--- config.mk ---
export PLATFORM = sky130hd
export DESIGN_NAME = vector_sum_key_sorter_top
export DESIGN_NICKNAME = d
export VERILOG_FILES = /design/src/design/vsks_pkg.sv /design/src/design/vector_sum_key_sorter_top.sv /design/src/design/vsks_ram.sv /design/src/design/vsks_key_unit.sv
export SDC_FILE = /design/constraint.sdc
export NUM_CORES = 2
export LEC_CHECK = 0
export ABC_AREA = 1
export BUFFER_PORTS_ARGS = -buffer_cell sky130_fd_sc_hd__buf_2
export CORE_UTILIZATION = 35
export CTS_CLUSTER_DIAMETER = 80
export DETAILED_ROUTE_END_ITERATION = 10
export GPL_TIMING_DRIVEN = 0
export PLACE_DENSITY = 0.53
export SLEW_MARGIN = 20
export SYNTH_ARGS = -nofsm -noshare
export SYNTH_HDL_FRONTEND = slang
export SYNTH_SLANG_ARGS = --single-unit
--- constraint.sdc ---
create_clock -name clock -period 6.5 [get_ports clock]
set_clock_uncertainty 0.1 [all_clocks]
set_input_delay 0.65 -clock clock [delete_from_list [all_inputs] [get_ports clock]]
set_output_delay 0.65 -clock clock [all_outputs]
set_load 0.01 [all_outputs]
--- src/design/vsks_pkg.sv ---
// shared types, constants and helpers for the vector sum key sorter
package vsks_pkg;

   localparam int COMP_W          = 24;
   localparam int NUM_COMPS       = 4;
   localparam int COMP_IDX_W      = 2;
   localparam int FRAC_W          = 8;
   localparam int KEY_W           = 19;
   localparam int ACC_W           = KEY_W + FRAC_W;
   localparam int DIM_W           = 3;
   localparam int POS_W           = 4;
   localparam int MAX_DIM         = 4;
   localparam int DIM_LIM         = (MAX_DIM < NUM_COMPS) ? MAX_DIM : NUM_COMPS;
   localparam int MAX_VECTORS_DEF = 16;

   localparam logic [DIM_W-1:0] DIM_RESET = 3'd3;

   typedef logic signed [COMP_W-1:0] comp_type;
   typedef comp_type [NUM_COMPS-1:0] comp_array_type;
   typedef logic signed [KEY_W-1:0]  key_type;

   typedef struct packed {
      key_type        key;
      comp_array_type comps;
   } entry_type;

   typedef enum logic [2:0] {
      ST_IDLE,
      ST_KEY,
      ST_SORT_INIT,
      ST_RD0,
      ST_LD,
      ST_CMP,
      ST_WB,
      ST_DRAIN
   } state_type;

   function automatic logic [DIM_W-1:0] eff_dim(input logic [DIM_W-1:0] dim);
      logic [DIM_W-1:0] lim;
      lim = DIM_W'(DIM_LIM);
      return (dim > lim) ? lim : dim;
   endfunction

endpackage

--- src/design/vector_sum_key_sorter_top.sv ---
// Collects vectors one item per start pulse taken while busy is low and, on an item
// marked last, bubble sorts them by their sum key and emits them in ascending order.
// A stored item keeps busy high while the key unit adds one component per cycle up
// to the effective dim (dim capped at 4); an item that arrives with the store full
// is dropped. After the last item the sorter goes through a setup state, then makes
// passes of length n down to 2 through the single read / single write port memory,
// one compare-swap per cycle; each pass loads the first entry, compare-swaps along
// the pass and writes the largest entry back at its end. Then n results follow one
// per cycle, each valid for exactly one cycle on rsp_valid. The receiver cannot
// stall, and busy stays high until the last result has been read out of the memory.
// The user must write dim only while busy is low; the block does not enforce it.
module vector_sum_key_sorter_top #(
   parameter int MAX_VECTORS = vsks_pkg::MAX_VECTORS_DEF
) (
   input  logic                          clock,
   input  logic                          reset,
   input  logic                          start,
   output logic                          busy,
   input  vsks_pkg::comp_type            req_comp0,
   input  vsks_pkg::comp_type            req_comp1,
   input  vsks_pkg::comp_type            req_comp2,
   input  vsks_pkg::comp_type            req_comp3,
   input  logic                          req_last_vector,
   output logic                          rsp_valid,
   output vsks_pkg::comp_type            rsp_out_comp0,
   output vsks_pkg::comp_type            rsp_out_comp1,
   output vsks_pkg::comp_type            rsp_out_comp2,
   output vsks_pkg::comp_type            rsp_out_comp3,
   output logic [vsks_pkg::POS_W-1:0]    rsp_position,
   output logic                          rsp_last_out,
   input  logic                          csr_we,
   input  logic [vsks_pkg::DIM_W-1:0]    csr_wdata
);

   localparam int AW = $clog2(MAX_VECTORS);
   localparam int CW = $clog2(MAX_VECTORS + 1);
   localparam int EW = $bits(vsks_pkg::entry_type);

   vsks_pkg::state_type        state_ff, state_in;
   logic [CW-1:0]              count_ff, count_in;
   logic [CW-1:0]              i_ff, i_in;
   logic [AW-1:0]              j_ff, j_in;
   logic [AW-1:0]              k_ff, k_in;
   logic                       last_pend_ff, last_pend_in;
   vsks_pkg::comp_array_type   vec_ff, vec_in;
   vsks_pkg::entry_type        cur_ff, cur_in;
   logic [vsks_pkg::DIM_W-1:0] dim_ff;
   logic                       emit_ff, emit_in;
   logic [vsks_pkg::POS_W-1:0] pos_ff, pos_in;
   logic                       lastr_ff, lastr_in;

   logic                       accept;
   logic                       key_start;
   logic                       key_done;
   vsks_pkg::key_type          key;
   logic [vsks_pkg::DIM_W-1:0] eff;
   logic [CW-1:0]              jp2;
   logic [CW-1:0]              kp1;

   logic                       wr_en;
   logic [AW-1:0]              wr_addr;
   vsks_pkg::entry_type        wr_data;
   logic                       rd_en;
   logic [AW-1:0]              rd_addr;
   vsks_pkg::entry_type        rd_data;
   vsks_pkg::comp_array_type   shown;

   assign busy   = (state_ff != vsks_pkg::ST_IDLE);
   assign accept = start && !busy;
   assign eff    = vsks_pkg::eff_dim(dim_ff);
   assign jp2    = CW'(j_ff) + CW'(2);
   assign kp1    = CW'(k_ff) + CW'(1);

   vsks_key_unit u_key (
      .clock (clock),
      .reset (reset),
      .start (key_start),
      .eff   (eff),
      .comps (vec_ff),
      .done  (key_done),
      .key   (key)
   );

   vsks_ram #(
      .WIDTH (EW),
      .DEPTH (MAX_VECTORS)
   ) u_ram (
      .clock   (clock),
      .wr_en   (wr_en),
      .wr_addr (wr_addr),
      .wr_data (wr_data),
      .rd_en   (rd_en),
      .rd_addr (rd_addr),
      .rd_data (rd_data)
   );

   // next state
   always_comb begin
      state_in = state_ff;
      case (state_ff)
         vsks_pkg::ST_IDLE: begin
            if (accept) begin
               if (count_ff < CW'(MAX_VECTORS)) begin
                  state_in = vsks_pkg::ST_KEY;
               end else if (req_last_vector) begin
                  state_in = vsks_pkg::ST_SORT_INIT;
               end
            end
         end
         vsks_pkg::ST_KEY: begin
            if (key_done) begin
               state_in = last_pend_ff ? vsks_pkg::ST_SORT_INIT : vsks_pkg::ST_IDLE;
            end
         end
         vsks_pkg::ST_SORT_INIT: begin
            state_in = (count_ff > CW'(1)) ? vsks_pkg::ST_RD0 : vsks_pkg::ST_DRAIN;
         end
         vsks_pkg::ST_RD0: begin
            state_in = vsks_pkg::ST_LD;
         end
         vsks_pkg::ST_LD: begin
            state_in = vsks_pkg::ST_CMP;
         end
         vsks_pkg::ST_CMP: begin
            if (!(jp2 < i_ff)) begin
               state_in = vsks_pkg::ST_WB;
            end
         end
         vsks_pkg::ST_WB: begin
            state_in = (i_ff > CW'(2)) ? vsks_pkg::ST_RD0 : vsks_pkg::ST_DRAIN;
         end
         vsks_pkg::ST_DRAIN: begin
            if (kp1 == count_ff) begin
               state_in = vsks_pkg::ST_IDLE;
            end
         end
         default: begin
            state_in = vsks_pkg::ST_IDLE;
         end
      endcase
   end

   // datapath and memory control
   always_comb begin
      count_in     = count_ff;
      i_in         = i_ff;
      j_in         = j_ff;
      k_in         = k_ff;
      last_pend_in = last_pend_ff;
      vec_in       = vec_ff;
      cur_in       = cur_ff;
      emit_in      = 1'b0;
      pos_in       = pos_ff;
      lastr_in     = lastr_ff;
      key_start    = 1'b0;
      wr_en        = 1'b0;
      wr_addr      = '0;
      wr_data      = cur_ff;
      rd_en        = 1'b0;
      rd_addr      = '0;
      case (state_ff)
         vsks_pkg::ST_IDLE: begin
            if (accept) begin
               vec_in       = {req_comp3, req_comp2, req_comp1, req_comp0};
               last_pend_in = req_last_vector;
               key_start    = (count_ff < CW'(MAX_VECTORS));
            end
         end
         vsks_pkg::ST_KEY: begin
            if (key_done) begin
               wr_en    = 1'b1;
               wr_addr  = AW'(count_ff);
               wr_data  = '{key: key, comps: vec_ff};
               count_in = count_ff + CW'(1);
            end
         end
         vsks_pkg::ST_SORT_INIT: begin
            i_in = count_ff;
            k_in = '0;
         end
         vsks_pkg::ST_RD0: begin
            rd_en   = 1'b1;
            rd_addr = '0;
         end
         vsks_pkg::ST_LD: begin
            cur_in  = rd_data;
            rd_en   = 1'b1;
            rd_addr = AW'(1);
            j_in    = '0;
         end
         vsks_pkg::ST_CMP: begin
            wr_en   = 1'b1;
            wr_addr = j_ff;
            if ($signed(cur_ff.key) > $signed(rd_data.key)) begin
               wr_data = rd_data;
            end else begin
               wr_data = cur_ff;
               cur_in  = rd_data;
            end
            j_in = j_ff + AW'(1);
            if (jp2 < i_ff) begin
               rd_en   = 1'b1;
               rd_addr = AW'(jp2);
            end
         end
         vsks_pkg::ST_WB: begin
            wr_en   = 1'b1;
            wr_addr = AW'(i_ff - CW'(1));
            wr_data = cur_ff;
            i_in    = i_ff - CW'(1);
            k_in    = '0;
         end
         vsks_pkg::ST_DRAIN: begin
            rd_en    = 1'b1;
            rd_addr  = k_ff;
            emit_in  = 1'b1;
            pos_in   = vsks_pkg::POS_W'(k_ff);
            lastr_in = (kp1 == count_ff);
            k_in     = k_ff + AW'(1);
            if (kp1 == count_ff) begin
               count_in = '0;
            end
         end
         default: begin
            emit_in = 1'b0;
         end
      endcase
   end

   always_ff @(posedge clock) begin
      if (reset) begin
         state_ff <= vsks_pkg::ST_IDLE;
         count_ff <= '0;
         dim_ff   <= vsks_pkg::DIM_RESET;
         emit_ff  <= 1'b0;
      end else begin
         state_ff <= state_in;
         count_ff <= count_in;
         emit_ff  <= emit_in;
         if (csr_we) begin
            dim_ff <= csr_wdata;
         end
      end
      i_ff         <= i_in;
      j_ff         <= j_in;
      k_ff         <= k_in;
      last_pend_ff <= last_pend_in;
      vec_ff       <= vec_in;
      cur_ff       <= cur_in;
      pos_ff       <= pos_in;
      lastr_ff     <= lastr_in;
   end

   // unused components read as zero
   always_comb begin
      for (int c = 0; c < vsks_pkg::NUM_COMPS; c++) begin
         shown[c] = (vsks_pkg::DIM_W'(c) < eff) ? rd_data.comps[c] : '0;
      end
   end

   assign rsp_valid     = emit_ff;
   assign rsp_out_comp0 = shown[0];
   assign rsp_out_comp1 = shown[1];
   assign rsp_out_comp2 = shown[2];
   assign rsp_out_comp3 = shown[3];
   assign rsp_position  = pos_ff;
   assign rsp_last_out  = lastr_ff;

endmodule

--- src/design/vsks_ram.sv ---
// generic single write port, single read port ram with registered read
module vsks_ram #(
   parameter int WIDTH = 8,
   parameter int DEPTH = 16
) (
   input  logic                     clock,
   input  logic                     wr_en,
   input  logic [$clog2(DEPTH)-1:0] wr_addr,
   input  logic [WIDTH-1:0]         wr_data,
   input  logic                     rd_en,
   input  logic [$clog2(DEPTH)-1:0] rd_addr,
   output logic [WIDTH-1:0]         rd_data
);

   logic [WIDTH-1:0] mem [DEPTH];

   always_ff @(posedge clock) begin
      if (wr_en) begin
         mem[wr_addr] <= wr_data;
      end
      if (rd_en) begin
         rd_data <= mem[rd_addr];
      end
   end

endmodule

--- src/design/vsks_key_unit.sv ---
// iterative sum key unit, one component per cycle, truncating toward zero
module vsks_key_unit (
   input  logic                          clock,
   input  logic                          reset,
   input  logic                          start,
   input  logic [vsks_pkg::DIM_W-1:0]    eff,
   input  vsks_pkg::comp_array_type      comps,
   output logic                          done,
   output vsks_pkg::key_type             key
);

   logic                       busy_ff, busy_in;
   logic [vsks_pkg::DIM_W-1:0] idx_ff, idx_in;
   logic [vsks_pkg::DIM_W-1:0] eff_ff, eff_in;
   vsks_pkg::key_type          sum_ff, sum_in;

   logic signed [vsks_pkg::ACC_W-1:0] shifted;
   logic signed [vsks_pkg::ACC_W-1:0] comp_x;
   logic signed [vsks_pkg::ACC_W-1:0] acc;
   logic                              round_up;

   always_comb begin
      shifted  = {sum_ff, {vsks_pkg::FRAC_W{1'b0}}};
      comp_x   = vsks_pkg::ACC_W'(comps[idx_ff[vsks_pkg::COMP_IDX_W-1:0]]);
      acc      = shifted + comp_x;
      round_up = acc[vsks_pkg::ACC_W-1] && (|acc[vsks_pkg::FRAC_W-1:0]);
   end

   assign done = busy_ff && (idx_ff == eff_ff);
   assign key  = sum_ff;

   always_comb begin
      busy_in = busy_ff;
      idx_in  = idx_ff;
      eff_in  = eff_ff;
      sum_in  = sum_ff;
      if (start) begin
         busy_in = 1'b1;
         idx_in  = '0;
         eff_in  = eff;
         sum_in  = '0;
      end else if (busy_ff) begin
         if (idx_ff == eff_ff) begin
            busy_in = 1'b0;
         end else begin
            idx_in = idx_ff + 1'b1;
            sum_in = acc[vsks_pkg::ACC_W-1:vsks_pkg::FRAC_W]
                   + vsks_pkg::KEY_W'(round_up);
         end
      end
   end

   always_ff @(posedge clock) begin
      if (reset) begin
         busy_ff <= 1'b0;
      end else begin
         busy_ff <= busy_in;
      end
      idx_ff <= idx_in;
      eff_ff <= eff_in;
      sum_ff <= sum_in;
   end

endmodule
# == Word level (Yosys, flattened, before mapping) ==
# Memory sizes are Yosys's and may differ from the RTL's. A register that Yosys moved wholly into a read port is not among the register bits.
# Cells that the tools add are included.
# word_totals
register_bits,268
n_memories,1
wordCells,123
mem_bits_rw,1840
inputBits,104
# classes
n_addsub,9
n_lt_le_gt_ge,11
bitwise,1
muxes,44
n_reduce_logical,19
n_eq_ne,15
# memory_table
memory,words,word_bits,rd,rd_ports_with_merged_regs,wr,line,source
u_ram.mem,16,115,1,1,1,vsks_ram.sv:15,logic [WIDTH-1:0] mem [DEPTH];
# ops
operator,count
$pmux 115 s2,2
$mux 115,3
$mux 24,5
$bmux 24 s2,1
$add 27x24->27,1
$mux 3,9
$pmux 3 s8,1
$pmux 4 s3,2
$pmux 5 s2,2
$add 19x1->19,1
$gt 19x19->1,1
$pmux 4 s2,2
$eq 3x3->1 const B,4
$mux 1,10
$mux 5,2
$ne 2x2->1 const B,5
$add 4x1->4 const B,2
$mux 4,2
$reduce_bool 2->1,4
$reduce_or 8->1,1
$eq 3x2->1 const B,2
$lt 1x3->1 const A,2
$lt 2x3->1 const A,2
$reduce_and 2->1,3
other kinds (26),30

# == Logic depth before layout (Yosys ltp) ==
# depth
depth_word,6
mapped_depth,33
ltp_nobuf,31

# == By module ==
# A second synthesis with hierarchy kept.
# unflattened
cells_unflattened,9766
hier_area_um2,98926.1
# modules_own_cells
mod,cells_per_inst,seq_area_each_um2,instances,area_per_inst_um2
vsks_ram,7542,58706.3,1,81797.2
vector_sum_key_sorter_top,1654,7146.9,1,13839.5
vsks_key_unit,570,550.5,1,3289.4

# == Least setup slack after synthesis ==
# No wires, ideal clock.
# synth_timing
path_type,reg-to-reg
startpoint,register u_key.idx_ff[1] (netlist bit)
endpoint,"memory u_ram.mem[0][0] (netlist bit), enable pin"
stages_incl_launch_ff,13
path_slack_ps,-596
setup_ps,590
t_arrival_ps,6406
n_path_buf,4
path_cell_list,dfxtp_1 -> buf_2 -> xor2_1 -> nor2_1 -> nand2_1 -> nor2_1 -> inv_1 -> nor2_1 -> buf_2 -> buf_2 -> buf_2 -> o21ai_0 -> nor2_1
# synth_via
elab_chain_len,6
word_cells_on_any_way,8
cone_classes,1 x eq/ne; 6 x mux; 1 x reduce/logical
# synth_rtl
item,line,source
from (decl),vsks_key_unit.sv:13,"logic [vsks_pkg::DIM_W-1:0] idx_ff, idx_in;"
from (signal assigned),vsks_key_unit.sv:59,idx_ff <= idx_in;
$eq 3x3->1 (*),vsks_key_unit.sv:29,assign done = busy_ff && (idx_ff == eff_ff);
$logic_and 1x1->1 (*),vsks_key_unit.sv:29,
$mux 1,vector_sum_key_sorter_top.sv:170,if (key_done) begin
$pmux 1 s2,vector_sum_key_sorter_top.sv:161,case (state_ff)
$mux 1,vsks_ram.sv:18,if (wr_en) begin
$mux 1 (not written as such),vsks_ram.sv:19,mem[wr_addr] <= wr_data;
to (decl),vsks_ram.sv:15,
# Every way passes the cells marked *; elsewhere a longest branch is shown, timed or not.

# == Final worst setup path ==
# layout_timing
startpoint,register u_key.idx_ff[0] (netlist bit)
endpoint,"register u_key.sum_ff[16], in the netlist u_key.key[16]"
# layout_via
elab_chain_len,6
word_cells_on_any_way,9
cone_classes,2 x add/sub; 1 x eq/ne; 2 x mux; 1 x bitwise; 3 x reduce/logical
# layout_rtl
item,line,source
$bmux 24 s2,vsks_key_unit.sv:24,comp_x = vsks_pkg::ACC_W'(comps[idx_ff[vsks_pkg::COMP_IDX_W-1:0]]);
$mux 24 (not written as such),vsks_key_unit.sv:24,
$add 27x24->27,vsks_key_unit.sv:25,acc = shifted + comp_x;
$reduce_or 8->1,vsks_key_unit.sv:26,round_up = acc[vsks_pkg::ACC_W-1] && (|acc[vsks_pkg::FRAC_W-1:0]);
$logic_and 1x1->1,vsks_key_unit.sv:26,
$add 19x1->19,vsks_key_unit.sv:48,+ vsks_pkg::KEY_W'(round_up);
to (signal assigned),vsks_key_unit.sv:61,sum_ff <= sum_in;
to (decl),vsks_key_unit.sv:15,"vsks_pkg::key_type sum_ff, sum_in;"
# Several ways; a longest one is shown, not always the timed one. The select of a mux whose other input is x is not followed.
# A chain may end at the register's enable or synchronous reset.

==> results.md <==
- Outcome: finished clean
- Number of flops mapped to enable cells by yosys: 2188
- Via count: 67400
- Slew Limit Fails: 0
- Path depth of the worst reg2reg path: 31
- Unrepaired setup endpoints after global routing: false
- Total grt overflow: 0
- Layout cells sized above 1: 10.9%
- Starting Density: between 30% and 40%
- FP Rows: 190
- Design area: 112000 µm²
- CP max stage delay: 0.51 ns
- Die Area: approximately 270000 µm²
- Remaining DRCs: 0
- Largest net degree at the start of global routing: 38
- Postcts setup bufs: 0
- DRT iter0 DRCs: ~8400
- #FFs+latches synth: approximately 2200
- Area of the multi-input gates: approximately 22000 µm²
- Post-route ant nets: 0
- First-pass GRT wire length: a little under 500000 µm
- Yosys cell types: 40
- Register area: 66400 µm²
- Clk_lat worst skew: between 0.9 and 1 ns
- Final TNS setup: 0 ns
- Slew headroom: 14.9%
- DP Wirelength: 244000 µm
- Chip Width: 521 µm
- WL per Instance: 28.3 µm
- Root buffer cell: clkbuf_16
- DP Worst Slack: -0.323 ns
- Clock power frac: 27.8%
- DR pass1 iterations: 6
- CP dominant cell by count: nand2_1
- Netlist Area Pre-Place: 94300 µm²
- Part of the power in combinational logic: 30.4%
- TritonCTS buffer count: 242
- Vias in the first global route: 63800
- Ys async rst share: 0%
- Static leakage: 40.4 nW
- Tmin final: 6.06 ns
- Max Clk Rate: 0.165 GHz
- CTS tree: yes
- Max cap viols: 0
- Syn Inst Count: around 8000
- Worst hold path class: in2reg
- PwrDens: around 440 nW/µm²
- Worst Path Arrival: between 6 and 7 ns
- Via-to-Cell Ratio: 5.41
- Syn Nets: roughly 8000
- Seq/Total Area, Yosys: 70.4%
- Detailed Route WL: 352000 µm
- Switch share: 37.7%
- Crit Path Category: reg2reg
- Top Ports: slightly above 200
- Clk buf depth: 4
- Endpoints failing hold: 0
- CTS Sinks: around 2200
- Internal: 0.0308 W
- Final weighted congestion in routability-driven placement: between 0.9 and 1
- H-Tree Level Count: 4
- Core Box Area: 268000 µm²
- Slowest CP cell: fa_1
- Worst path required time: around 7.2 ns
- Number of synthesis warnings: 0
- Initial antenna violation count: 43
- Number of port buffers: 206
- Startpoint types: register
- Setup-failing EPs final: 0
- Worst Hold Depth: 3
- Commonest non-fill, non-tap cell in the layout: edfxtp_1
- Final nets: 8808
- Worst-path clk slew: 0.07 ns
- Layout area overhead: 18.4%
- P_sw: 0.0186 W
- Dpl cell area: about 100000 µm²
- Die Span Y: roughly 520 µm
- Final Cycle Share: 93.2%
- Setup ws final: 0.440 ns
- Setup crit end kind: register
- Fillers: approximately 25000
- Avg Cell Area, Syn: approximately 12 µm²
- Tot GR Track Use: approximately a quarter
- Most frequent cells in the layout: 2188 x edfxtp_1, 1661 x nand2_1, 1023 x inv_1
- Slew @ Worst Pin: 1.28 ns
- Sequential power share: between 40% and 50%
- Crit Path Max Fanout: 10
- VDD IR max: 0.000320 V
- Main synth FF type: edfxtp_1
[cell type report]
type / count / area share, %
clock inverters: 148 / 1.32
diodes: 38 / 0.0852
well taps: 3552 / 3.98
clock buffers: 299 / 5.64
repair buffers: 435 / 4.31
flip-flops and latches: 2223 / 59.5
multi-input cells: 4222 / 19.8
plain buffers: 494 / 1.94
inverters: 1033 / 3.48
[registers in the layout, summed over array words and instances (netlist names), 3 cells and up]
signal	flops
u_key.eff_ff	3
vec_ff	96
u_key.key	19
i_ff	5
u_key.idx_ff	3
state_ff	3
rsp_position	4
count_ff	5
dim_ff	3
u_ram.rd_data	115
j_ff	4
u_ram.mem	1840
cur_ff	115
k_ff	4
[layer usage]
| layer | routed length, µm | vias to the layer above | GRT usage [%] | share of wire [%] |
|---|---|---|---|---|
| li1 | - | 29800 | - | - |
| met4 | 18400 | 14 | 12.9 | 5.2 |
| met1 | 141000 | 33500 | 33.6 | 40 |
| met2 | 158000 | 3381 | 39.3 | 45 |
| met5 | 80 | - | 0 | 0.023 |
| met3 | 34000 | 648 | 5.54 | 9.7 |
[synth_stat cells, types with 3 or more instances]
cell	instances	area (µm²)
clkbuf_1	224	841
buf_2	216	1080
ha_1	52	651
nand2_1	1662	6240
nor4_1	9	56.3
buf_1	49	184
o211ai_1	842	6320
o31ai_1	44	330
a31oi_1	4	25.0
a22o_1	4	35.0
edfxtp_1	2188	65700
a22oi_1	116	871
o21bai_1	3	22.5
a21oi_1	229	1150
nand3_1	777	3890
nor2_2	3	18.8
xor2_1	10	87.6
o22ai_1	16	100
dfxtp_1	35	701
o21ai_0	174	871
buf_4	5	37.5
nor3_1	10	50.1
nor2_1	234	878
nand4_1	12	75.1
inv_1	1023	3840
xnor2_1	4	35.0
inv_2	9	33.8
[what timing repair did]
item                                    in CTS  in global routing
hold buffers                               102                  0
endpoints found under the setup margin       9                  9
pin swaps                                    0                  0
cloned                                       0                  0
endpoints found under the hold margin      105                  0
resized for setup                            2                  2
[path summary, 6_finish.rpt]
path | start | endpoint | slack [ns]
worst max-delay path | u_key.idx_ff[0]$_SDFFE_PP0P_ | u_key.key[16]$_SDFFE_PP0P_ | 0.44
worst min register to register | u_ram.rd_data[12]$_DFFE_PP_ | cur_ff[12]$_DFFE_PP_ | 0.29
worst max register to register | u_key.idx_ff[0]$_SDFFE_PP0P_ | u_key.key[16]$_SDFFE_PP0P_ | 0.44
worst min-delay path | csr_wdata[2] | dim_ff[2]$_SDFFE_PP0P_ | 0.04
[worst max-delay path, delay by kind of cell, from the launching register on]
family / cells / cell delay, ns
and+or+nand+nor: 18 / 2.40
adders and majority gates: 4 / 1.26
AOI/OAI and AO/OA: 4 / 0.89
buffers and inverters: 5 / 0.87
DFF: 1 / 0.39
[metrics by stage]
| stage | cells | power (W) | util (%) | hold WS, ns |
|---|---|---|---|---|
| floorplan | 7972 | 0.0282 | - | 0.326 |
| global placement | 11700 | 0.0345 | 37.2 | 0.329 |
| detailed placement | 11900 | 0.0355 | 38.3 | 0.332 |
| CTS | 12400 | 0.0492 | 41.6 | 0.0155 |
| global route | 12400 | 0.0510 | 41.6 | 0.0242 |
| finish | 12400 | 0.0494 | 41.7 | 0.0365 |
[power groups by stage]
stage               clock network [W]  registers, W  logic (W)
floorplan                           0        0.0204    0.00780
global placement                    0        0.0210     0.0135
detailed placement                  0        0.0209     0.0146
CTS                            0.0138        0.0206     0.0147
global route                   0.0144        0.0208     0.0159
finish                         0.0137        0.0207     0.0150
[cells by family (layout without fill, tap and decap cells)]
family | Yosys count | count (layout) | synth area share (%)
adder cells (fa/ha/maj) | 53 | 53 | 0.711
other | 0 | 38 | 0
buffers and inverters | 1527 | 2409 | 6.39
XOR/XNOR | 14 | 14 | 0.130
AND/OR/NAND/NOR | 2712 | 2712 | 11.9
AO/OA/AOI/OAI | 1443 | 1443 | 10.4
flip-flops | 2223 | 2223 | 70.4
No activity file was read; power rests on OpenSTA's default activity.
